[src/opc_pkg.sv]
package opc_pkg;

   // Guess table geometry.
   localparam int TABLE_DEPTH = 32768;
   localparam int TABLE_AW    = $clog2(TABLE_DEPTH);

   // Width of the raw history hash (prev_one << 7) ^ prev_two.
   localparam int HASH_W = 15;

   // Value of every table entry after reset.
   localparam logic [7:0] GUESS_INIT = 8'd32;

   // Bytes per mask group.
   localparam logic [3:0] GROUP_SIZE = 4'd8;

   // Table memory access request from the sequencer.
   typedef struct packed {
      logic                rd_en;
      logic [TABLE_AW-1:0] rd_addr;
      logic                wr_en;
      logic [TABLE_AW-1:0] wr_addr;
      logic [7:0]          wr_data;
   } opc_ram_req_type;

   // One result byte handed to the output stage.
   typedef struct packed {
      logic       valid;
      logic [7:0] out_byte;
      logic       last;
   } opc_emit_type;

endpackage

[src/opc_rsp_if.sv]
interface opc_rsp_if;
   logic       valid;
   logic       ready;
   logic [7:0] out_byte;
   logic       last;

   modport source (output valid, output out_byte, output last, input ready);
   modport sink (input valid, input out_byte, input last, output ready);
endinterface

[src/opc_rsp_stage.sv]
module opc_rsp_stage (
   input  logic                  clock,
   input  logic                  reset,
   input  opc_pkg::opc_emit_type emit,
   output logic                  out_free,
   opc_rsp_if.source             rsp_port
);
   import opc_pkg::*;

   logic       valid_ff;
   logic       valid_in;
   logic [7:0] byte_ff;
   logic       last_ff;

   // The register can take a new byte when empty or being drained now.
   assign out_free = !valid_ff || rsp_port.ready;

   always_comb begin
      valid_in = valid_ff;
      if (emit.valid) begin
         valid_in = 1'b1;
      end else if (rsp_port.ready) begin
         valid_in = 1'b0;
      end
   end

   always_ff @(posedge clock) begin
      if (reset) begin
         valid_ff <= 1'b0;
      end else begin
         valid_ff <= valid_in;
      end
   end

   // Payload needs no reset.
   always_ff @(posedge clock) begin
      if (emit.valid) begin
         byte_ff <= emit.out_byte;
         last_ff <= emit.last;
      end
   end

   assign rsp_port.valid    = valid_ff;
   assign rsp_port.out_byte = byte_ff;
   assign rsp_port.last     = last_ff;

endmodule

[src/flat_wrapper.sv]
// flat-port wrapper written by rule: the top's interface ports become plain ports
module opc_rsp_stage_flat import opc_pkg::*;
  (clock, reset, emit, out_free, rsp_port_valid, rsp_port_out_byte, rsp_port_last, rsp_port_ready);
  opc_rsp_if rsp_port_i ();
  input  logic clock;
  input  logic reset;
  input  opc_pkg::opc_emit_type emit;
  output logic out_free;
  output wire logic [$bits(rsp_port_i.valid)-1:0] rsp_port_valid;
  output wire logic [$bits(rsp_port_i.out_byte)-1:0] rsp_port_out_byte;
  output wire logic [$bits(rsp_port_i.last)-1:0] rsp_port_last;
  input wire logic [$bits(rsp_port_i.ready)-1:0] rsp_port_ready;
  assign rsp_port_valid = rsp_port_i.valid;
  assign rsp_port_out_byte = rsp_port_i.out_byte;
  assign rsp_port_last = rsp_port_i.last;
  assign rsp_port_i.ready = rsp_port_ready;
  opc_rsp_stage u_core (.clock(clock), .reset(reset), .emit(emit), .out_free(out_free), .rsp_port(rsp_port_i));
endmodule
[config.mk]
export PLATFORM = sky130hd
export DESIGN_NAME = opc_rsp_stage_flat
export DESIGN_NICKNAME = d
export VERILOG_FILES = /design/src/opc_pkg.sv /design/src/opc_rsp_if.sv /design/src/opc_rsp_stage.sv /design/src/flat_wrapper.sv
export SDC_FILE = /design/constraint.sdc
export NUM_CORES = 1
export LEC_CHECK = 0
export ABC_CLOCK_PERIOD_IN_PS = 1400
export BUFFER_PORTS_ARGS = -buffer_cell sky130_fd_sc_hd__buf_2
export CELL_PAD_IN_SITES_DETAIL_PLACEMENT = 1
export CELL_PAD_IN_SITES_GLOBAL_PLACEMENT = 1
export CORE_AREA = 4 4 41 43
export CTS_CLUSTER_SIZE = 24
export DETAILED_ROUTE_END_ITERATION = 8
export DIE_AREA = 0 0 45 47
export PLACE_DENSITY = 0.69
export SLEW_MARGIN = 20
export SYNTH_ARGS = -nofsm -noshare
export SYNTH_HDL_FRONTEND = slang
export SYNTH_SLANG_ARGS = --single-unit
[constraint.sdc]
create_clock -name clock -period 1.4 [get_ports clock]
set_input_delay 0.14 -clock clock [delete_from_list [all_inputs] [get_ports clock]]
set_output_delay 0.14 -clock clock [all_outputs]
set_load 0.01 [all_outputs]
==> metrics.yaml <==
logic_synthesis:
  yosysTopAreaCell: "edfxtp_1"
  async_flop_share_pct: 0
  synth.most_common_cell: "edfxtp_1"
  synth_flop_cell: "edfxtp_1"
  synth_common_cells: "9 x edfxtp_1, 1 x a21oi_2, 1 x dfxtp_1, 1 x inv_1, 1 x nand2b_4"
  yosysSeqAreaShare_pct: 91.7
  synth_top_area_share_pct: 85.4
  syn_area_um2: 317
  synth_edf_count: 9
  synth_nets: 26
  synth_area_leaders: "edfxtp_1 85%, dfxtp_1 6.3%, nand2b_4 4.3%"
  synthCells: 13
  yosys_warnings: 0
  ys_seq_elements: 10
  avgSynthCellArea_um2: 24.4
  synth_cell_types: 5
final_layout:
  drive_above_1_share_pct: 70.0
  area_growth_pct: 50.6
  fill_cells: 156
  stdcell_count: 55
  final_nets: 54
  n_antenna_cell: 0
setup_path:
  critPathKind: "register to output pin"
  worst-path-max-fanout: 2
  startpoint: "u_core.rsp_port.valid"
  start_kind: "register"
  arrival_ns: 0.82
  end_kind: "output pin"
  cp.required_ns: 1.26
  worst_r2r_startpoint: "u_core.rsp_port.valid"
clock_network:
  cts-resized-gates: 0
  cts_buffer_depth: 2
  path_clk_slew_ns: 0.06
  htree_levels: 1
  insertion_delay_ns: 0.25
  root_buffer: "clkbuf_4"
  cts_tree: "done"
  cts_hold_buf: 0
  postCtsSetupBuffers: 0
  cts_sinks: 10
  cts_buffers: 3
routing:
  routed_wl_um: 590
  ant_nets: 0
  avgRoutedWirePerCell_um: 10.7
  drtIter0Drc: 3
  route.detailed.drc: 0
  drtPass1Iterations: 2
  vias_per_cell: 3.71
  vias: 204
sta:
  tns_ns: 0
  min_period_ns: 0.959
  fin_crit_sh_pct: 68.5
  slew_violations: 0
  setup_viol: 0
  slew_headroom_pct: 85.9
  fmax_ghz: 1.04
  rsz0062_at_grt: "false"
  hold_viol: 0
  worst_slew_pin_slew_ns: 0.211
  fin_skew_ns: 0
power:
  powerDensity_mw_per_mm2: 1270
  peakVddDrop_mv: 0.526
  total_leakage_power_nw: 0.216
run:
  drv_cap: 0
grt:
  grt_max_degree: 11
  grt_pass1_vias: 214
  track_usage_pct: 6.97
  grt-ovfl-total: 0
  antenna_found_initial: 0
  grt_pass1_wl_um: 924
die:
  dieArea_mm2: 0.00212
  ios: 24
  core_mm2: 0.00130
  die_w_um: 45
  row_count: 13
  fp.dieH_um: 47
  initial_utilization_pct: 24.3
hold_path:
  min-delay-path-class: "primary input to register"
  hp-start: "reset"
placed_design:
  io_buffers: 23
  dp.cells: 51
  gp_congestion: 0.623
outcome:
  outcome: "finished clean"
==> path summary, 6_finish.rpt <==
check,end,slack (ns),cells past startpoint
max,out_free,0.44,2
min,u_core.rsp_port.valid,0.04,2
max reg2reg,u_core.rsp_port.valid,0.79,2
min reg2reg,u_core.rsp_port.valid,0.49,2
==> flip-flops by register name, summed over array words and instances (netlist names) <==
register                  count
u_core.rsp_port.last          1
u_core.rsp_port.out_byte      8
u_core.rsp_port.valid         1
==> layer usage <==
layer	wire length (um)	global-route usage, %
met2	289	9.89
met3	93	6.13
met1	207	6.40
met5	0	0
met4	0	5.26
==> cell type report <==
cell class | count | area [um^2] | area share (%)
multi-input combinational | 2 | 22.5 | 4.72
clock buffer | 3 | 22.5 | 4.72
inverter | 1 | 3.75 | 0.787
timing repair buffer | 23 | 115 | 24.1
clock inverter | 1 | 3.75 | 0.787
sequential | 10 | 290 | 60.9
tap | 15 | 18.8 | 3.94
==> critical path, stage by stage (launching register included) <==
cell      delay (ns)
dfxtp_1         0.37
nand2b_4        0.07
buf_2           0.13
==> cells in the final DEF, fill, tap and decap left out <==
cell type / count
clkbuf_4: 3
buf_2: 23
inv_1: 1
a21oi_2: 1
dfxtp_1: 1
clkinv_1: 1
nand2b_4: 1
edfxtp_1: 9
==> power breakdown <==
| group | total (mW) | internal [mW] | switching (mW) |
|---|---|---|---|
| registers | 0.356 | 0.350 | 0.00568 |
| logic | 0.0617 | 0.0303 | 0.0314 |
| clock network | 0.190 | 0.102 | 0.0874 |
| total | 0.608 | 0.483 | 0.124 |
==> through the flow <==
step           setup WS (ns)  utilization, %  power (mW)  hold WS [ns]  instance area (um^2)
2_1_floorplan          0.737               -       0.383         0.202                   317
3_3_place_gp           0.723            34.6       0.424         0.302                   450
6_report               0.441            36.6       0.608        0.0397                   477
4_1_cts                0.418            36.6       0.626        0.0250                   477
5_1_grt                0.393            36.6       0.647        0.0312                   477
3_5_place_dp           0.711            34.6       0.426         0.307                   450
==> cells by family (layout without fill, tap and decap cells) <==
logic type	count (synthesis)	after routing	synth area share, %
compound gates	1	1	2.77
buf+inv	1	28	1.18
flops	10	10	91.7
simple gates	1	1	4.35
(Power assumes the default switching activity.)
