**src/opc_pkg.sv**
```systemverilog
package opc_pkg;

   // Guess table geometry.
   localparam int TABLE_DEPTH = 32768;
   localparam int TABLE_AW    = $clog2(TABLE_DEPTH);

   // Width of the raw history hash (prev_one << 7) ^ prev_two.
   localparam int HASH_W = 15;

   // Value of every table entry after reset.
   localparam logic [7:0] GUESS_INIT = 8'd32;

   // Bytes per mask group.
   localparam logic [3:0] GROUP_SIZE = 4'd8;

   // Table memory access request from the sequencer.
   typedef struct packed {
      logic                rd_en;
      logic [TABLE_AW-1:0] rd_addr;
      logic                wr_en;
      logic [TABLE_AW-1:0] wr_addr;
      logic [7:0]          wr_data;
   } opc_ram_req_type;

   // One result byte handed to the output stage.
   typedef struct packed {
      logic       valid;
      logic [7:0] out_byte;
      logic       last;
   } opc_emit_type;

endpackage

```
**src/opc_req_if.sv**
```systemverilog
interface opc_req_if;
   logic       valid;
   logic       ready;
   logic [7:0] data_byte;
   logic       flush;

   modport source (output valid, output data_byte, output flush, input ready);
   modport sink (input valid, input data_byte, input flush, output ready);
endinterface

```
**src/opc_seq.sv**
```systemverilog
module opc_seq (
   input  logic                     clock,
   input  logic                     reset,
   opc_req_if.sink                  req_port,
   input  logic                     csr_wr_en,
   input  logic                     csr_wr_data,
   input  logic                     out_free,
   output opc_pkg::opc_emit_type    emit,
   output opc_pkg::opc_ram_req_type ram_req,
   input  logic [7:0]               rd_data
);
   import opc_pkg::*;

   localparam logic [2:0] ST_CLEAR = 3'd0;
   localparam logic [2:0] ST_IDLE  = 3'd1;
   localparam logic [2:0] ST_CMP   = 3'd2;
   localparam logic [2:0] ST_EMASK = 3'd3;
   localparam logic [2:0] ST_ELIT  = 3'd4;
   localparam logic [2:0] ST_DLIT  = 3'd5;
   localparam logic [2:0] ST_DRUN  = 3'd6;
   localparam logic [2:0] ST_DWAIT = 3'd7;

   localparam logic [TABLE_AW-1:0] CLR_LAST = TABLE_AW'(TABLE_DEPTH - 1);

   logic [2:0]          state_ff, state_in;
   logic                mode_ff, mode_in;
   logic [7:0]          prev_one_ff, prev_one_in;
   logic [7:0]          prev_two_ff, prev_two_in;
   logic [7:0]          hit_mask_ff, hit_mask_in;
   logic [3:0]          group_count_ff, group_count_in;
   logic [3:0]          lit_count_ff, lit_count_in;
   logic                awaiting_ff, awaiting_in;
   logic [7:0]          byte_ff, byte_in;
   logic [2:0]          emit_idx_ff, emit_idx_in;
   logic [TABLE_AW-1:0] clr_addr_ff, clr_addr_in;
   logic [7:0]          lit_buf_ff [8];
   logic                lit_wr;

   logic [HASH_W-1:0]   hash;
   logic [TABLE_AW-1:0] idx;
   logic [3:0]          gc_next;
   logic                more_hits;

   // Table index from the two most recent bytes.
   assign hash    = {prev_one_ff, 7'b0} ^ {7'b0, prev_two_ff};
   assign idx     = TABLE_AW'(hash);
   assign gc_next = group_count_ff + 4'd1;
   // Another predicted byte follows in the current mask.
   assign more_hits = (gc_next < GROUP_SIZE) && hit_mask_ff[gc_next[2:0]];

   always_comb begin
      state_in       = state_ff;
      mode_in        = mode_ff;
      prev_one_in    = prev_one_ff;
      prev_two_in    = prev_two_ff;
      hit_mask_in    = hit_mask_ff;
      group_count_in = group_count_ff;
      lit_count_in   = lit_count_ff;
      awaiting_in    = awaiting_ff;
      byte_in        = byte_ff;
      emit_idx_in    = emit_idx_ff;
      clr_addr_in    = clr_addr_ff;
      lit_wr         = 1'b0;
      ram_req        = '0;
      emit           = '0;
      req_port.ready = 1'b0;

      case (state_ff)
         // Clearing pass: one table entry per cycle after reset.
         ST_CLEAR: begin
            ram_req.wr_en   = 1'b1;
            ram_req.wr_addr = clr_addr_ff;
            ram_req.wr_data = GUESS_INIT;
            clr_addr_in     = clr_addr_ff + 1'b1;
            if (clr_addr_ff == CLR_LAST) begin
               state_in = ST_IDLE;
            end
         end

         // Take one transaction and dispatch on mode and flush.
         ST_IDLE: begin
            req_port.ready = 1'b1;
            if (req_port.valid) begin
               byte_in = req_port.data_byte;
               if (!mode_ff) begin
                  if (req_port.flush) begin
                     if (group_count_ff != 4'd0) begin
                        state_in = ST_EMASK;
                     end
                  end else begin
                     ram_req.rd_en   = 1'b1;
                     ram_req.rd_addr = idx;
                     state_in        = ST_CMP;
                  end
               end else begin
                  if (req_port.flush) begin
                     hit_mask_in    = 8'd0;
                     group_count_in = 4'd0;
                     lit_count_in   = 4'd0;
                     awaiting_in    = 1'b0;
                  end else if (awaiting_ff && (group_count_ff < GROUP_SIZE)) begin
                     state_in = ST_DLIT;
                  end else begin
                     hit_mask_in    = req_port.data_byte;
                     group_count_in = 4'd0;
                     state_in       = ST_DRUN;
                  end
               end
            end
         end

         // Compress: compare the guess, update the table on a miss.
         ST_CMP: begin
            if (rd_data == byte_ff) begin
               hit_mask_in = hit_mask_ff | (8'd1 << group_count_ff[2:0]);
            end else begin
               ram_req.wr_en   = 1'b1;
               ram_req.wr_addr = idx;
               ram_req.wr_data = byte_ff;
               if (lit_count_ff < GROUP_SIZE) begin
                  lit_wr       = 1'b1;
                  lit_count_in = lit_count_ff + 4'd1;
               end
            end
            group_count_in = gc_next;
            prev_one_in    = prev_two_ff;
            prev_two_in    = byte_ff;
            state_in       = (gc_next == GROUP_SIZE) ? ST_EMASK : ST_IDLE;
         end

         // Compress: send the mask byte.
         ST_EMASK: begin
            if (out_free) begin
               emit.valid    = 1'b1;
               emit.out_byte = hit_mask_ff;
               emit.last     = (lit_count_ff == 4'd0);
               emit_idx_in   = 3'd0;
               if (lit_count_ff == 4'd0) begin
                  hit_mask_in    = 8'd0;
                  group_count_in = 4'd0;
                  awaiting_in    = 1'b0;
                  state_in       = ST_IDLE;
               end else begin
                  state_in = ST_ELIT;
               end
            end
         end

         // Compress: send the buffered literals in order.
         ST_ELIT: begin
            if (out_free) begin
               emit.valid    = 1'b1;
               emit.out_byte = lit_buf_ff[emit_idx_ff];
               emit.last     = (({1'b0, emit_idx_ff} + 4'd1) == lit_count_ff);
               emit_idx_in   = emit_idx_ff + 3'd1;
               if (emit.last) begin
                  hit_mask_in    = 8'd0;
                  group_count_in = 4'd0;
                  lit_count_in   = 4'd0;
                  awaiting_in    = 1'b0;
                  state_in       = ST_IDLE;
               end
            end
         end

         // Decompress: a literal updates the table and is passed on.
         ST_DLIT: begin
            if (out_free) begin
               ram_req.wr_en   = 1'b1;
               ram_req.wr_addr = idx;
               ram_req.wr_data = byte_ff;
               emit.valid      = 1'b1;
               emit.out_byte   = byte_ff;
               emit.last       = !more_hits;
               prev_one_in     = prev_two_ff;
               prev_two_in     = byte_ff;
               group_count_in  = gc_next;
               state_in        = ST_DRUN;
            end
         end

         // Decompress: read the guess for a set mask bit, or stop.
         ST_DRUN: begin
            if ((group_count_ff < GROUP_SIZE) && hit_mask_ff[group_count_ff[2:0]]) begin
               ram_req.rd_en   = 1'b1;
               ram_req.rd_addr = idx;
               state_in        = ST_DWAIT;
            end else begin
               if (group_count_ff >= GROUP_SIZE) begin
                  group_count_in = 4'd0;
                  awaiting_in    = 1'b0;
               end else begin
                  awaiting_in = 1'b1;
               end
               state_in = ST_IDLE;
            end
         end

         // Decompress: send the predicted byte.
         ST_DWAIT: begin
            if (out_free) begin
               emit.valid     = 1'b1;
               emit.out_byte  = rd_data;
               emit.last      = !more_hits;
               prev_one_in    = prev_two_ff;
               prev_two_in    = rd_data;
               group_count_in = gc_next;
               state_in       = ST_DRUN;
            end
         end

         default: begin
            state_in = ST_IDLE;
         end
      endcase

      // A mode change drops the group in progress.
      if (csr_wr_en) begin
         mode_in = csr_wr_data;
         if (csr_wr_data != mode_ff) begin
            hit_mask_in    = 8'd0;
            group_count_in = 4'd0;
            lit_count_in   = 4'd0;
            awaiting_in    = 1'b0;
         end
      end
   end

   always_ff @(posedge clock) begin
      if (reset) begin
         state_ff       <= ST_CLEAR;
         mode_ff        <= 1'b0;
         prev_one_ff    <= 8'd0;
         prev_two_ff    <= 8'd0;
         hit_mask_ff    <= 8'd0;
         group_count_ff <= 4'd0;
         lit_count_ff   <= 4'd0;
         awaiting_ff    <= 1'b0;
         emit_idx_ff    <= 3'd0;
         clr_addr_ff    <= '0;
      end else begin
         state_ff       <= state_in;
         mode_ff        <= mode_in;
         prev_one_ff    <= prev_one_in;
         prev_two_ff    <= prev_two_in;
         hit_mask_ff    <= hit_mask_in;
         group_count_ff <= group_count_in;
         lit_count_ff   <= lit_count_in;
         awaiting_ff    <= awaiting_in;
         emit_idx_ff    <= emit_idx_in;
         clr_addr_ff    <= clr_addr_in;
      end
   end

   // Latched input byte and literal buffer hold payload only.
   always_ff @(posedge clock) begin
      byte_ff <= byte_in;
      if (lit_wr) begin
         lit_buf_ff[lit_count_ff[2:0]] <= byte_ff;
      end
   end

endmodule

```
**src/flat_wrapper.sv**
```systemverilog
// flat-port wrapper written by rule: the top's interface ports become plain ports
module opc_seq_flat import opc_pkg::*;
  (clock, reset, csr_wr_en, csr_wr_data, out_free, emit, ram_req, rd_data, req_port_valid, req_port_data_byte, req_port_flush, req_port_ready);
  opc_req_if req_port_i ();
  input  logic clock;
  input  logic reset;
  input  logic csr_wr_en;
  input  logic csr_wr_data;
  input  logic out_free;
  output opc_pkg::opc_emit_type emit;
  output opc_pkg::opc_ram_req_type ram_req;
  input  logic [7:0] rd_data;
  input wire logic [$bits(req_port_i.valid)-1:0] req_port_valid;
  input wire logic [$bits(req_port_i.data_byte)-1:0] req_port_data_byte;
  input wire logic [$bits(req_port_i.flush)-1:0] req_port_flush;
  output wire logic [$bits(req_port_i.ready)-1:0] req_port_ready;
  assign req_port_i.valid = req_port_valid;
  assign req_port_i.data_byte = req_port_data_byte;
  assign req_port_i.flush = req_port_flush;
  assign req_port_ready = req_port_i.ready;
  opc_seq u_core (.clock(clock), .reset(reset), .req_port(req_port_i), .csr_wr_en(csr_wr_en), .csr_wr_data(csr_wr_data), .out_free(out_free), .emit(emit), .ram_req(ram_req), .rd_data(rd_data));
endmodule
```
**config.mk**
```make
export PLATFORM = sky130hd
export DESIGN_NAME = opc_seq_flat
export DESIGN_NICKNAME = d
export VERILOG_FILES = /design/src/opc_pkg.sv /design/src/opc_req_if.sv /design/src/opc_seq.sv /design/src/flat_wrapper.sv
export SDC_FILE = /design/constraint.sdc
export NUM_CORES = 1
export LEC_CHECK = 0
export ABC_AREA = 1
export BUFFER_PORTS_ARGS = -buffer_cell sky130_fd_sc_hd__buf_2
export CELL_PAD_IN_SITES_DETAIL_PLACEMENT = 0
export CELL_PAD_IN_SITES_GLOBAL_PLACEMENT = 1
export CORE_AREA = 3 3 127 129
export DETAILED_ROUTE_END_ITERATION = 10
export DIE_AREA = 0 0 130 132
export GPL_TIMING_DRIVEN = 0
export PLACE_DENSITY = 0.89
export SYNTH_ARGS = -nofsm -noshare
export SYNTH_HDL_FRONTEND = slang
export SYNTH_SLANG_ARGS = --single-unit
```
**constraint.sdc**
```tcl
create_clock -name clock -period 3.3 [get_ports clock]
set_input_delay 0.33 -clock clock [delete_from_list [all_inputs] [get_ports clock]]
set_output_delay 0.33 -clock clock [all_outputs]
set_load 0.05 [all_outputs]
```
==> metrics.txt, run 1 <==
# TYPE chip_impl_metric gauge
chip_impl_metric{name="grt_start_max_net_pins",unit=""} 17
chip_impl_metric{name="synthesis.area",unit="µm²"} 6640
chip_impl_metric{name="postSynthAreaPerCell",unit="µm²"} 8.45
chip_impl_metric{name="first_global_vias",unit=""} 5532
chip_impl_metric{name="power_switching_share",unit="%"} 21.8
chip_impl_info{name="cell_types_with_the_highest_counts_after_synthesis",value="sky130_fd_sc_hd__nand2_1, sky130_fd_sc_hd__nor2_1, sky130_fd_sc_hd__inv_1"} 1
chip_impl_metric{name="path_clk_slew",unit="ns"} 0.05
chip_impl_metric{name="timing_worst_slew_pin_value",unit="ns"} 0.800
chip_impl_metric{name="total_leakage_power",unit="nW"} 3.02
chip_impl_metric{name="syn-num-nets",unit=""} 819
chip_impl_metric{name="final_period_minus_worst_setup_slack",unit="ns"} 3.16
chip_impl_metric{name="max-cap-violations",unit=""} 0
chip_impl_info{name="root_buffer",value="sky130_fd_sc_hd__clkbuf_16"} 1
chip_impl_metric{name="netlist-cell-type-count",unit=""} 41
chip_impl_metric{name="grtUsageMet1",unit="%"} 30.9
chip_impl_metric{name="r2r.worst_path.cells",unit=""} 9
chip_impl_metric{name="place_congestion",unit=""} 0.928
chip_impl_metric{name="number_of_cts_inserted_buffers",unit=""} 17
chip_impl_metric{name="cts.path.max_buffers",unit=""} 2
chip_impl_metric{name="maxSlewHeadroom",unit="%"} 46.4
chip_impl_metric{name="overflow",unit=""} 0
chip_impl_info{name="outcome",value="completed"} 1
chip_impl_metric{name="antenna_diodes",unit=""} 0
chip_impl_metric{name="ctsHoldBuffers",unit=""} 0
chip_impl_metric{name="antenna_found_initial",unit=""} 0
chip_impl_metric{name="tritoncts_num_sinks",unit=""} 130
chip_impl_metric{name="finalSetupTns",unit="ns"} 0
chip_impl_metric{name="combPwrFrac",unit="%"} 2.5
chip_impl_metric{name="floorplan.initialDensity",unit="%"} 43.9
chip_impl_info{name="post-synth-top-area-cell",value="sky130_fd_sc_hd__edfxtp_1"} 1
chip_impl_metric{name="hold_violations",unit=""} 0
chip_impl_metric{name="critical_path_required",unit="ns"} 2.97
chip_impl_metric{name="finalCritPeriodShare",unit="%"} 95.7
chip_impl_metric{name="timing.critical_path.buf_inv",unit=""} 2
chip_impl_metric{name="ys_seq_elements",unit=""} 130
chip_impl_metric{name="grt_first_pass_wirelength",unit="µm"} 30100
chip_impl_metric{name="insertion_delay",unit="ns"} 0.42
chip_impl_metric{name="globalRouteMet2Util",unit="%"} 37.9
chip_impl_metric{name="multiInputGateArea",unit="µm²"} 2810
chip_impl_metric{name="synth_top_cell_area_share",unit="%"} 32.5
chip_impl_metric{name="sequentialPowerShare",unit="%"} 46.7
chip_impl_metric{name="vias",unit=""} 5897
chip_impl_info{name="synthTopCellsByArea",value="sky130_fd_sc_hd__edfxtp_1, sky130_fd_sc_hd__dfxtp_1, sky130_fd_sc_hd__nand2_1"} 1
chip_impl_metric{name="synth-warning-count",unit=""} 0
chip_impl_metric{name="chipWidth",unit="µm"} 130
chip_impl_info{name="top_usage_layer",value="met2"} 1
chip_impl_metric{name="synthesis.instances",unit=""} 786
chip_impl_metric{name="global_route.usage.met3",unit="%"} 3.44
chip_impl_metric{name="design.die.area",unit="µm²"} 17200
chip_impl_metric{name="die_h",unit="µm"} 132
chip_impl_info{name="yosysMostFrequentCell",value="sky130_fd_sc_hd__nand2_1"} 1
chip_impl_metric{name="whs",unit="ns"} 0.105
chip_impl_metric{name="all_layer_global_routing_usage",unit="%"} 22.9
chip_impl_metric{name="wl_per_cell",unit="µm"} 18.1
chip_impl_metric{name="pin_count",unit=""} 74
chip_impl_metric{name="number_of_drc_violations_after_detailed_routing",unit=""} 0
chip_impl_metric{name="place.port_buffers",unit=""} 72
chip_impl_metric{name="synth_edf_count",unit=""} 72
chip_impl_metric{name="share_of_final_layout_standard_cells_stronger_than_drive_strength_1",unit="%"} 17.7
chip_impl_metric{name="htree_num_levels",unit=""} 4
chip_impl_metric{name="detail_route.iter0.violations",unit=""} 581
chip_impl_metric{name="intPower",unit="mW"} 2.85
chip_impl_metric{name="critical-path-max-stage-delay",unit="ns"} 0.74
chip_impl_metric{name="floorplan.core_area",unit="µm²"} 15100
chip_impl_metric{name="part_of_the_yosys_area_used_for_sequential_elements",unit="%"} 50.0
chip_impl_metric{name="asyncSetResetFlopFracSynth",unit="%"} 0
chip_impl_info{name="critical_path_slowest_stage_cell",value="sky130_fd_sc_hd__edfxtp_1"} 1
chip_impl_info{name="synth_flop_cell",value="sky130_fd_sc_hd__edfxtp_1"} 1
chip_impl_metric{name="placement_rows",unit=""} 45
chip_impl_metric{name="drt.antenna.violating_nets",unit=""} 0
chip_impl_metric{name="powerDensity",unit="nW/µm²"} 461
chip_impl_metric{name="utilization",unit="%"} 52.1
chip_impl_metric{name="flow.area_growth_from_synthesis",unit="%"} 18.8
chip_impl_info{name="critPathKind",value="reg -> out"} 1
chip_impl_metric{name="fin_skew",unit="ns"} 0.0111
chip_impl_metric{name="cp.arrival",unit="ns"} 2.83
chip_impl_metric{name="r2r_setup_slack",unit="ns"} 0.51
chip_impl_metric{name="drt_pre_antenna_iters",unit=""} 5
chip_impl_info{name="holdCritPathClass",value="in -> reg"} 1
chip_impl_metric{name="clock.fmax",unit="GHz"} 0.317
chip_impl_metric{name="vias_per_cell",unit=""} 5.44
chip_impl_metric{name="post-dp-hpwl",unit="µm"} 14500
chip_impl_info{name="timing.critical_path.from_type",value="register"} 1
chip_impl_metric{name="switchingPower",unit="mW"} 0.795
chip_impl_metric{name="worstPathMaxFanout",unit=""} 12
chip_impl_metric{name="p_clk_share",unit="%"} 50.8
chip_impl_info{name="clock_tree_from_tritoncts",value="yes"} 1
chip_impl_metric{name="maxSlewViolCount",unit=""} 0
chip_impl_metric{name="seq_area",unit="µm²"} 3320
chip_impl_metric{name="hold-path-cell-count",unit=""} 1
chip_impl_info{name="path_delay_family",value="flip-flops"} 1
chip_impl_info{name="rsz0062_at_grt",value="no"} 1
chip_impl_metric{name="nNetsFinal",unit=""} 917
chip_impl_metric{name="setup-violations-final",unit=""} 0
chip_impl_metric{name="stages_on_worst_setup_path",unit=""} 8
chip_impl_metric{name="detail_route.wirelength",unit="µm"} 19700
chip_impl_info{name="crit_path_cell_trace",value="xnor2_1, nand2_1, nor2_1, nand2_1, a22oi_2, buf_2, o22ai_1, buf_2"} 1
chip_impl_metric{name="max-vdd-ir-drop",unit="mV"} 0.289
chip_impl_info{name="critPathCaptureType",value="output port"} 1
chip_impl_metric{name="num-fill-cells",unit=""} 1453
-- metrics by stage --
| stage | setup WS [ns] | area (µm²) | std cells | total power [mW] |
|---|---|---|---|---|
| global route | 0.00475 | 7890 | 1085 | 3.75 |
| global placement | 0.282 | 7240 | 1046 | 1.82 |
| CTS | 0.0332 | 7820 | 1078 | 3.66 |
| finish | 0.141 | 7890 | 1085 | 3.64 |
| detailed placement | 0.219 | 7240 | 1046 | 1.83 |
| floorplan | 0.431 | 6640 | 786 | 1.79 |
-- power by group through the flow --
stage	Combinational [mW]	Sequential, mW	Clock [mW]
floorplan	0.0510	1.73	0
global placement	0.0899	1.73	0
detailed placement	0.0903	1.73	0
CTS	0.0906	1.70	1.87
global route	0.100	1.70	1.95
finish	0.0908	1.70	1.85
-- flip-flops by register name, summed over array words and instances (netlist names), named ones only --
register / count
u_core.lit_buf_ff: 64
u_core.clr_addr_ff: 15
u_core.byte_ff: 8
u_core.hit_mask_ff: 8
u_core.prev_one_ff: 8
u_core.prev_two_ff: 8
u_core.group_count_ff: 4
u_core.lit_count_ff: 4
u_core.emit_idx_ff: 3
u_core.state_ff: 3
u_core.awaiting_ff: 1
u_core.mode_ff: 1
-- layout make-up --
class | count | share of cell area, %
clock buffer | 18 | 5.44
multi-input combinational | 529 | 35.6
inverter | 98 | 4.66
tap | 188 | 2.98
sequential | 130 | 42.1
clock inverter | 14 | 1.95
timing repair buffer | 79 | 5.23
buffer | 29 | 1.97
-- worst paths after layout --
path,from,endpoint
setup / recovery,u_core.byte_ff[7]$_DFFE_PP_,ram_req[10]
hold reg to reg,u_core.hit_mask_ff[6]$_SDFF_PP0_,u_core.hit_mask_ff[6]$_SDFF_PP0_
setup reg to reg,u_core.byte_ff[7]$_DFFE_PP_,u_core.lit_buf_ff[4][6]$_DFFE_PP_
hold / removal,req_port_data_byte[3],u_core.byte_ff[3]$_DFFE_PP_
-- layout by cell type, fill, tap and decap left out, types with 5 or more instances in the layout --
master                      Yosys  layout
sky130_fd_sc_hd__buf_2         10      82
sky130_fd_sc_hd__o221ai_1      17      17
sky130_fd_sc_hd__ha_1          10      10
sky130_fd_sc_hd__nand4_1       10      10
sky130_fd_sc_hd__clkbuf_1      12      13
sky130_fd_sc_hd__clkbuf_16      0      17
sky130_fd_sc_hd__a21oi_1       59      59
sky130_fd_sc_hd__a211oi_1      11      11
sky130_fd_sc_hd__nor2_1        92      90
sky130_fd_sc_hd__edfxtp_1      72      72
sky130_fd_sc_hd__o22ai_1       16      16
sky130_fd_sc_hd__nor3_1         7       5
sky130_fd_sc_hd__buf_4          3      10
sky130_fd_sc_hd__inv_1         88      88
sky130_fd_sc_hd__nand2_1      133     133
sky130_fd_sc_hd__mux2i_1       16      16
sky130_fd_sc_hd__nor2_2         5       7
sky130_fd_sc_hd__o21ai_0       78      78
sky130_fd_sc_hd__xnor2_1        5       5
sky130_fd_sc_hd__dfxtp_1       58      58
sky130_fd_sc_hd__nand3_1       33      33
sky130_fd_sc_hd__inv_2         10      10
sky130_fd_sc_hd__o211ai_1       5       5
-- timing repair --
action,CTS,global route
setup buffers,0,7
setup endpoints to repair,0,45
gates resized for setup,0,4
-- logic make-up after synthesis --
| kind of cell | share of synthesized area [%] |
|---|---|
| AO/OA/AOI/OAI | 18.4 |
| adder cells (fa/ha/maj) | 1.88 |
| flip-flops | 50.0 |
| XOR/XNOR | 0.791 |
| buffers and inverters | 7.87 |
| multiplexers | 2.41 |
| AND/OR/NAND/NOR | 18.6 |
-- layer usage --
| metal | routed length, µm | vias up |
|---|---|---|
| met5 | 0 | - |
| met4 | 382 | 0 |
| met3 | 990 | 38 |
| met2 | 9560 | 212 |
| met1 | 8730 | 2731 |
| li1 | - | 2916 |
No activity file was read; power rests on OpenSTA's default activity.
==> run 2: changes to the inputs <==
--- a/config.mk
+++ b/config.mk
@@ -16,2 +16,3 @@
 export PLACE_DENSITY = 0.89
+export REMOVE_ABC_BUFFERS = 1
 export SYNTH_ARGS = -nofsm -noshare
==> constraint.sdc (replaced) <==
create_clock -name clock -period 3.3 [get_ports clock]
set_input_delay 0.495 -clock clock [delete_from_list [all_inputs] [get_ports clock]]
set_output_delay 0.495 -clock clock [all_outputs]
set_load 0.05 [all_outputs]
==> run 2 against run 1 <==
  * Fmax down 0.43%
  * Worst setup slack worse by 0.014 ns
  * Combinational power down 1%
  * Die area unchanged
  * Sequential power about the same
  * Hold slack better by 0.19 ns
  * Critical path depth up 1
  * Utilization down 0.66 points
  * Clock power down 2%
  * Clock skew down 0.0041 ns
  * Non-clock buffer count down 25
  * Power down 1.1%
  * Critical endpoint is now ram_req[5]
  * Highest routed layer unchanged
==> metrics.txt, run 2 (synthesized netlist as in run 1, its figures left out) <==
# TYPE chip_impl_metric gauge
chip_impl_metric{name="detail_route.wirelength",unit="µm"} 19100
chip_impl_metric{name="hold_violations",unit=""} 0
chip_impl_metric{name="vias_per_cell",unit=""} 5.54
chip_impl_metric{name="placement_rows",unit=""} 45
chip_impl_metric{name="clock.fmax",unit="GHz"} 0.315
chip_impl_metric{name="chipWidth",unit="µm"} 130
chip_impl_metric{name="detail_route.iter0.violations",unit=""} 651
chip_impl_metric{name="floorplan.core_area",unit="µm²"} 15100
chip_impl_metric{name="hold-path-cell-count",unit=""} 1
chip_impl_metric{name="tritoncts_num_sinks",unit=""} 130
chip_impl_metric{name="drt_pre_antenna_iters",unit=""} 5
chip_impl_metric{name="place.port_buffers",unit=""} 73
chip_impl_metric{name="overflow",unit=""} 0
chip_impl_metric{name="dp_worst_setup_slack",unit="ns"} -0.208
chip_impl_metric{name="critical-path-max-stage-delay",unit="ns"} 0.60
chip_impl_metric{name="floorplan.initialDensity",unit="%"} 43.9
chip_impl_info{name="timing.critical_path.from_type",value="register"} 1
chip_impl_metric{name="fin_skew",unit="ns"} 0.00702
chip_impl_metric{name="r2r.worst_path.cells",unit=""} 10
chip_impl_metric{name="final_period_minus_worst_setup_slack",unit="ns"} 3.17
chip_impl_metric{name="setup-violations-final",unit=""} 0
chip_impl_metric{name="stages_on_worst_setup_path",unit=""} 9
chip_impl_metric{name="first_global_vias",unit=""} 5456
chip_impl_metric{name="vias",unit=""} 5877
chip_impl_info{name="outcome",value="completed"} 1
chip_impl_metric{name="timing.critical_path.buf_inv",unit=""} 3
chip_impl_metric{name="ctsHoldBuffers",unit=""} 0
chip_impl_metric{name="seq_area",unit="µm²"} 3330
chip_impl_metric{name="grt_start_max_net_pins",unit=""} 34
chip_impl_metric{name="antenna_diodes",unit=""} 0
chip_impl_info{name="clock_tree_from_tritoncts",value="yes"} 1
chip_impl_info{name="holdCritPathClass",value="in -> reg"} 1
chip_impl_metric{name="cts.path.max_buffers",unit=""} 2
chip_impl_metric{name="share_of_final_layout_standard_cells_stronger_than_drive_strength_1",unit="%"} 16.7
chip_impl_metric{name="drt.antenna.violating_nets",unit=""} 0
chip_impl_metric{name="nNetsFinal",unit=""} 893
chip_impl_info{name="critPathKind",value="reg -> out"} 1
chip_impl_metric{name="max-vdd-ir-drop",unit="mV"} 0.403
chip_impl_metric{name="post-dp-hpwl",unit="µm"} 13400
chip_impl_metric{name="antenna_found_initial",unit=""} 0
chip_impl_metric{name="cp.arrival",unit="ns"} 2.68
chip_impl_metric{name="number_of_cts_inserted_buffers",unit=""} 17
chip_impl_metric{name="maxSlewHeadroom",unit="%"} 31.6
chip_impl_metric{name="setup_ws",unit="ns"} 0.128
chip_impl_metric{name="number_of_drc_violations_after_detailed_routing",unit=""} 0
chip_impl_info{name="root_buffer",value="sky130_fd_sc_hd__clkbuf_16"} 1
chip_impl_metric{name="powerDensity",unit="nW/µm²"} 462
chip_impl_info{name="most_frequent_cells_in_the_layout",value="sky130_fd_sc_hd__nand2_1, sky130_fd_sc_hd__nor2_1, sky130_fd_sc_hd__inv_1"} 1
chip_impl_metric{name="htree_num_levels",unit=""} 4
chip_impl_metric{name="die_h",unit="µm"} 132
chip_impl_metric{name="maxSlewViolCount",unit=""} 0
chip_impl_metric{name="all_layer_global_routing_usage",unit="%"} 22.5
chip_impl_metric{name="num-fill-cells",unit=""} 1418
chip_impl_info{name="rsz0062_at_grt",value="no"} 1
chip_impl_metric{name="number_of_flip_flops_in_the_largest_register",unit=""} 64
chip_impl_metric{name="design.die.area",unit="µm²"} 17200
chip_impl_metric{name="utilization",unit="%"} 51.4
chip_impl_info{name="path_delay_family",value="simple AND/OR/NAND/NOR gates"} 1
chip_impl_info{name="final_common_cell",value="sky130_fd_sc_hd__nand2_1"} 1
chip_impl_metric{name="worstPathMaxFanout",unit=""} 12
chip_impl_metric{name="flow.area_growth_from_synthesis",unit="%"} 17.3
chip_impl_metric{name="whs",unit="ns"} 0.293
chip_impl_info{name="critPathCaptureType",value="output port"} 1
chip_impl_info{name="critical_path_slowest_stage_cell",value="sky130_fd_sc_hd__edfxtp_1"} 1
chip_impl_metric{name="grt_first_pass_wirelength",unit="µm"} 29800
chip_impl_metric{name="timing_worst_slew_pin_value",unit="ns"} 1.02
chip_impl_metric{name="finalCritPeriodShare",unit="%"} 96.1
chip_impl_info{name="crit_path_cell_trace",value="inv_1, nand2_1, nand4_1, nor2_1, nand2_4, a22oi_2, buf_12, o21ai_0, buf_2"} 1
chip_impl_metric{name="total_leakage_power",unit="nW"} 2.96
chip_impl_metric{name="pin_count",unit=""} 74
chip_impl_metric{name="place_congestion",unit=""} 0.902
chip_impl_metric{name="wl_per_cell",unit="µm"} 18.0
chip_impl_metric{name="path_clk_slew",unit="ns"} 0.06
chip_impl_metric{name="multiInputGateArea",unit="µm²"} 2830
chip_impl_metric{name="max-cap-violations",unit=""} 0
chip_impl_metric{name="critical_path_required",unit="ns"} 2.80
chip_impl_metric{name="insertion_delay",unit="ns"} 0.42
## run 2: path summary, 6_finish.rpt
kind / startpoint / to / slack [ns]
max reg2reg: u_core.byte_ff[1]$_DFFE_PP_ / u_core.lit_buf_ff[2][4]$_DFFE_PP_ / 0.42
max: u_core.byte_ff[1]$_DFFE_PP_ / ram_req[5] / 0.13
min reg2reg: u_core.hit_mask_ff[6]$_SDFF_PP0_ / u_core.hit_mask_ff[6]$_SDFF_PP0_ / 0.46
min: req_port_data_byte[4] / u_core.byte_ff[4]$_DFFE_PP_ / 0.29
## run 2: area by class of cell
type,instances,area share (%)
clock buffer,18,5.51
clock inverter,14,1.78
inverter,98,4.72
multi-input combinational,530,36.4
sequential,130,42.7
tap,188,3.02
timing repair buffer,83,5.86
## run 2: through the flow
step	total power, mW	std cells	TNS (ns)	area, µm²
after floorplan	1.78	757	0	6490
after global placement	1.82	1018	-2.73	7090
after detailed placement	1.82	1020	-1.73	7110
after CTS	3.61	1056	0	7730
after global routing	3.69	1061	0	7790
final	3.60	1061	0	7790
## run 2: timing repair
action / CTS / global route
endpoints found under the hold margin: 0 / 0
endpoints found under the setup margin: 41 / 38
resized for setup: 3 / 4
gates cloned: 1 / 0
setup buffers: 3 / 5
pin swaps: 2 / 0
## run 2: power by group
| part | internal (mW) | switching (mW) |
|---|---|---|
| Combinational | 0.0256 | 0.0642 |
| Clock | 1.10 | 0.706 |
| Sequential | 1.70 | 0.00429 |
## run 2: worst register-to-register path: stages (launching register included)
cell and delay (ns):
sky130_fd_sc_hd__edfxtp_1 0.57, sky130_fd_sc_hd__inv_1 0.19, sky130_fd_sc_hd__nand2_1 0.06, sky130_fd_sc_hd__nand4_1 0.11
sky130_fd_sc_hd__nor2_1 0.11, sky130_fd_sc_hd__nand2_4 0.19, sky130_fd_sc_hd__nand2_1 0.11, sky130_fd_sc_hd__nor2_1 0.21
sky130_fd_sc_hd__nand2_1 0.15, sky130_fd_sc_hd__nor3_1 0.60, sky130_fd_sc_hd__buf_4 0.29
## run 2: routing by layer
layer | GRT usage (%) | part of all wire, % | up-vias
met5 | 0 | 0 | -
li1 | - | - | 2870
met2 | 33.6 | 45 | 243
met4 | 9.12 | 2.9 | 0
met1 | 32.5 | 44 | 2729
met3 | 3.44 | 8.0 | 35
==> run 3: changes to the inputs <==
Settings changed: CORE_AREA 3 3 127 129 to 3 3 133 135, DIE_AREA 0 0 130 132 to 0 0 136 138, PLACE_DENSITY 0.89 to 0.85.
Clock period 3.3 ns to 2.6 ns, I/O delays scaled along.
==> run 3 against run 2 <==
  * Clock-buffer cell count shrank 1
  * Largest cell class unchanged
  * Clock power grew 31%
  * Largest power group unchanged
  * Global-route usage decreased by 1.5 points
==> metrics.txt, run 3 (synthesized netlist as in run 1, its figures left out) <==
# TYPE chip_impl_metric gauge
chip_impl_info{name="crit_path_cell_trace",value="inv_1, nand2_1, nand4_1, nor2_4, nand2_8, a22oi_2, buf_6, o22ai_2, buf_6"} 1
chip_impl_info{name="clock_tree_from_tritoncts",value="yes"} 1
chip_impl_metric{name="number_of_cts_inserted_buffers",unit=""} 17
chip_impl_metric{name="stages_on_worst_setup_path",unit=""} 9
chip_impl_metric{name="nNetsFinal",unit=""} 924
chip_impl_metric{name="die_h",unit="µm"} 138
chip_impl_metric{name="drt.antenna.violating_nets",unit=""} 0
chip_impl_info{name="critical_path.startpoint",value="u_core.byte_ff[3]$_DFFE_PP_"} 1
chip_impl_info{name="most_frequent_cells_in_the_layout",value="sky130_fd_sc_hd__nand2_1, sky130_fd_sc_hd__inv_1, sky130_fd_sc_hd__nor2_1"} 1
chip_impl_metric{name="design.die.area",unit="µm²"} 18800
chip_impl_metric{name="ctsHoldBuffers",unit=""} 0
chip_impl_metric{name="place.port_buffers",unit=""} 73
chip_impl_info{name="final_common_cell",value="sky130_fd_sc_hd__nand2_1"} 1
chip_impl_metric{name="detail_route.wirelength",unit="µm"} 20100
chip_impl_info{name="holdCritPathClass",value="in -> reg"} 1
chip_impl_metric{name="pin_count",unit=""} 74
chip_impl_metric{name="fin_skew",unit="ns"} 0.00759
chip_impl_metric{name="first_global_vias",unit=""} 5566
chip_impl_metric{name="maxSlewViolCount",unit=""} 0
chip_impl_info{name="worst_setup_path_endpoint",value="ram_req[18]"} 1
chip_impl_metric{name="maxSlewHeadroom",unit="%"} 43.5
chip_impl_metric{name="placement_rows",unit=""} 47
chip_impl_info{name="critPathCaptureType",value="output port"} 1
chip_impl_metric{name="grt_start_max_net_pins",unit=""} 34
chip_impl_info{name="timing.critical_path.from_type",value="register"} 1
chip_impl_info{name="regToRegStartpoint",value="u_core.byte_ff[3]$_DFFE_PP_"} 1
chip_impl_metric{name="cts.path.max_buffers",unit=""} 2
chip_impl_metric{name="clock.fmax",unit="GHz"} 0.385
chip_impl_metric{name="detail_route.iter0.violations",unit=""} 458
chip_impl_metric{name="overflow",unit=""} 0
chip_impl_info{name="crit_path_frequent_cell",value="sky130_fd_sc_hd__buf_6"} 1
chip_impl_metric{name="share_of_final_layout_standard_cells_stronger_than_drive_strength_1",unit="%"} 23.7
chip_impl_metric{name="all_layer_global_routing_usage",unit="%"} 20.9
chip_impl_info{name="reg2reg_to",value="u_core.lit_buf_ff[4][7]$_DFFE_PP_"} 1
chip_impl_metric{name="hold_violations",unit=""} 0
chip_impl_metric{name="htree_num_levels",unit=""} 4
chip_impl_metric{name="flow.area_growth_from_synthesis",unit="%"} 27.4
chip_impl_metric{name="drt_pre_antenna_iters",unit=""} 6
chip_impl_metric{name="dp_worst_setup_slack",unit="ns"} -0.896
chip_impl_metric{name="utilization",unit="%"} 51.0
chip_impl_metric{name="antenna_found_initial",unit=""} 0
chip_impl_metric{name="antenna_diodes",unit=""} 0
chip_impl_metric{name="wl_per_cell",unit="µm"} 17.9
chip_impl_metric{name="post-dp-hpwl",unit="µm"} 13600
chip_impl_metric{name="timing.critical_path.buf_inv",unit=""} 3
chip_impl_metric{name="path_clk_slew",unit="ns"} 0.06
chip_impl_info{name="path_delay_family",value="simple AND/OR/NAND/NOR gates"} 1
chip_impl_metric{name="num-fill-cells",unit=""} 1594
chip_impl_metric{name="insertion_delay",unit="ns"} 0.42
chip_impl_metric{name="whs",unit="ns"} 0.167
chip_impl_info{name="root_buffer",value="sky130_fd_sc_hd__clkbuf_16"} 1
chip_impl_metric{name="chipWidth",unit="µm"} 136
chip_impl_metric{name="r2r.worst_path.cells",unit=""} 10
chip_impl_metric{name="floorplan.core_area",unit="µm²"} 16600
chip_impl_metric{name="critical_path_required",unit="ns"} 2.21
chip_impl_metric{name="powerDensity",unit="nW/µm²"} 549
chip_impl_metric{name="timing_worst_slew_pin_value",unit="ns"} 0.845
chip_impl_metric{name="finalCritPeriodShare",unit="%"} 99.8
chip_impl_info{name="outcome",value="completed"} 1
chip_impl_metric{name="setup_ws",unit="ns"} 0.00545
chip_impl_metric{name="grt_first_pass_wirelength",unit="µm"} 30400
chip_impl_metric{name="cp.arrival",unit="ns"} 2.20
chip_impl_metric{name="floorplan.initialDensity",unit="%"} 40.1
chip_impl_info{name="rsz0062_at_grt",value="yes"} 1
chip_impl_info{name="critPathKind",value="reg -> out"} 1
chip_impl_metric{name="finalSetupTns",unit="ns"} 0
chip_impl_metric{name="vias",unit=""} 6131
chip_impl_metric{name="place_congestion",unit=""} 0.931
chip_impl_metric{name="critical-path-max-stage-delay",unit="ns"} 0.48
chip_impl_metric{name="total_leakage_power",unit="nW"} 3.13
chip_impl_metric{name="tritoncts_num_sinks",unit=""} 130
chip_impl_metric{name="number_of_drc_violations_after_detailed_routing",unit=""} 0
chip_impl_info{name="critical_path_slowest_stage_cell",value="sky130_fd_sc_hd__edfxtp_1"} 1
chip_impl_metric{name="worstPathMaxFanout",unit=""} 6
chip_impl_metric{name="number_of_flip_flops_in_the_largest_register",unit=""} 64
chip_impl_metric{name="final_period_minus_worst_setup_slack",unit="ns"} 2.59
chip_impl_metric{name="setup-violations-final",unit=""} 0
chip_impl_metric{name="max-vdd-ir-drop",unit="mV"} 0.458
chip_impl_metric{name="max-cap-violations",unit=""} 0
chip_impl_metric{name="r2r_setup_slack",unit="ns"} 0.18
chip_impl_metric{name="vias_per_cell",unit=""} 5.45
[run 3: cell count changes in the layout (fill, tap and decap cells not counted), sizes merged]
cell | before | now
clkinv | 9 | 7
clkbuf | 18 | 24
buf | 83 | 107
inv | 99 | 102
[run 3: report_power, final]
group	leakage, nW	internal (mW)	switching, mW
combinational	1.73	0.0384	0.0849
clock	0.283	1.42	0.945
sequential	1.12	2.15	0.00550
total	3.13	3.61	1.04
[run 3: worst register-to-register path, delay by kind of cell, from the launching register on]
family,cells,cell delay [ns]
buffers and inverters,2,0.23
flip-flops,1,0.50
AND/OR/NAND/NOR,8,1.33
[run 3: cell type report]
cell class / instances / area, µm² / share of cell area, %
Inverter: 98 / 377 / 4.45
Multi-Input combinational cell: 530 / 3020 / 35.7
Timing Repair Buffer: 114 / 861 / 10.2
Sequential cell: 130 / 3350 / 39.5
Clock buffer: 17 / 425 / 5.03
Clock inverter: 15 / 158 / 1.86
Tap cell: 220 / 275 / 3.25
[run 3: through the flow]
| step | power, mW | std cells | area, µm² |
|---|---|---|---|
| after floorplan | 2.26 | 757 | 6490 |
| after global placement | 2.31 | 1050 | 7130 |
| after detailed placement | 2.31 | 1051 | 7150 |
| after CTS | 4.66 | 1118 | 8260 |
| after global routing | 4.76 | 1124 | 8460 |
| final | 4.64 | 1124 | 8460 |
[run 3: how the worst min path moves through the flow]
stage	startpoint	endpoint	slack [ns]	cells past startpoint
6_report	req_port_data_byte[0]	u_core.byte_ff[0]$_DFFE_PP_	0.17	1
5_1_grt	req_port_data_byte[1]	u_core.byte_ff[1]$_DFFE_PP_	0.15	1
4_1_cts	req_port_data_byte[1]	u_core.byte_ff[1]$_DFFE_PP_	0.15	1
3_5_place_dp	u_core.hit_mask_ff[6]$_SDFF_PP0_	u_core.hit_mask_ff[6]$_SDFF_PP0_	0.45	2
3_3_place_gp	u_core.hit_mask_ff[6]$_SDFF_PP0_	u_core.hit_mask_ff[6]$_SDFF_PP0_	0.45	2
2_1_floorplan	u_core.hit_mask_ff[6]$_SDFF_PP0_	u_core.hit_mask_ff[6]$_SDFF_PP0_	0.44	2
[run 3: routing by layer]
| metal | vias up | share of wire (%) | global-route usage [%] |
|---|---|---|---|
| met4 | 0 | 2.3 | 6.74 |
| met1 | 2920 | 44 | 28.9 |
| li1 | 2928 | - | - |
| met3 | 41 | 6.0 | 3.89 |
| met2 | 242 | 48 | 33.4 |
| met5 | - | 0 | 0 |
[run 3: what timing repair did]
action,4_1_cts,5_1_grt
pin swaps,10,5
endpoints found under the setup margin,105,87
resized for setup,73,53
buffers inserted,34,6
gates cloned,1,0
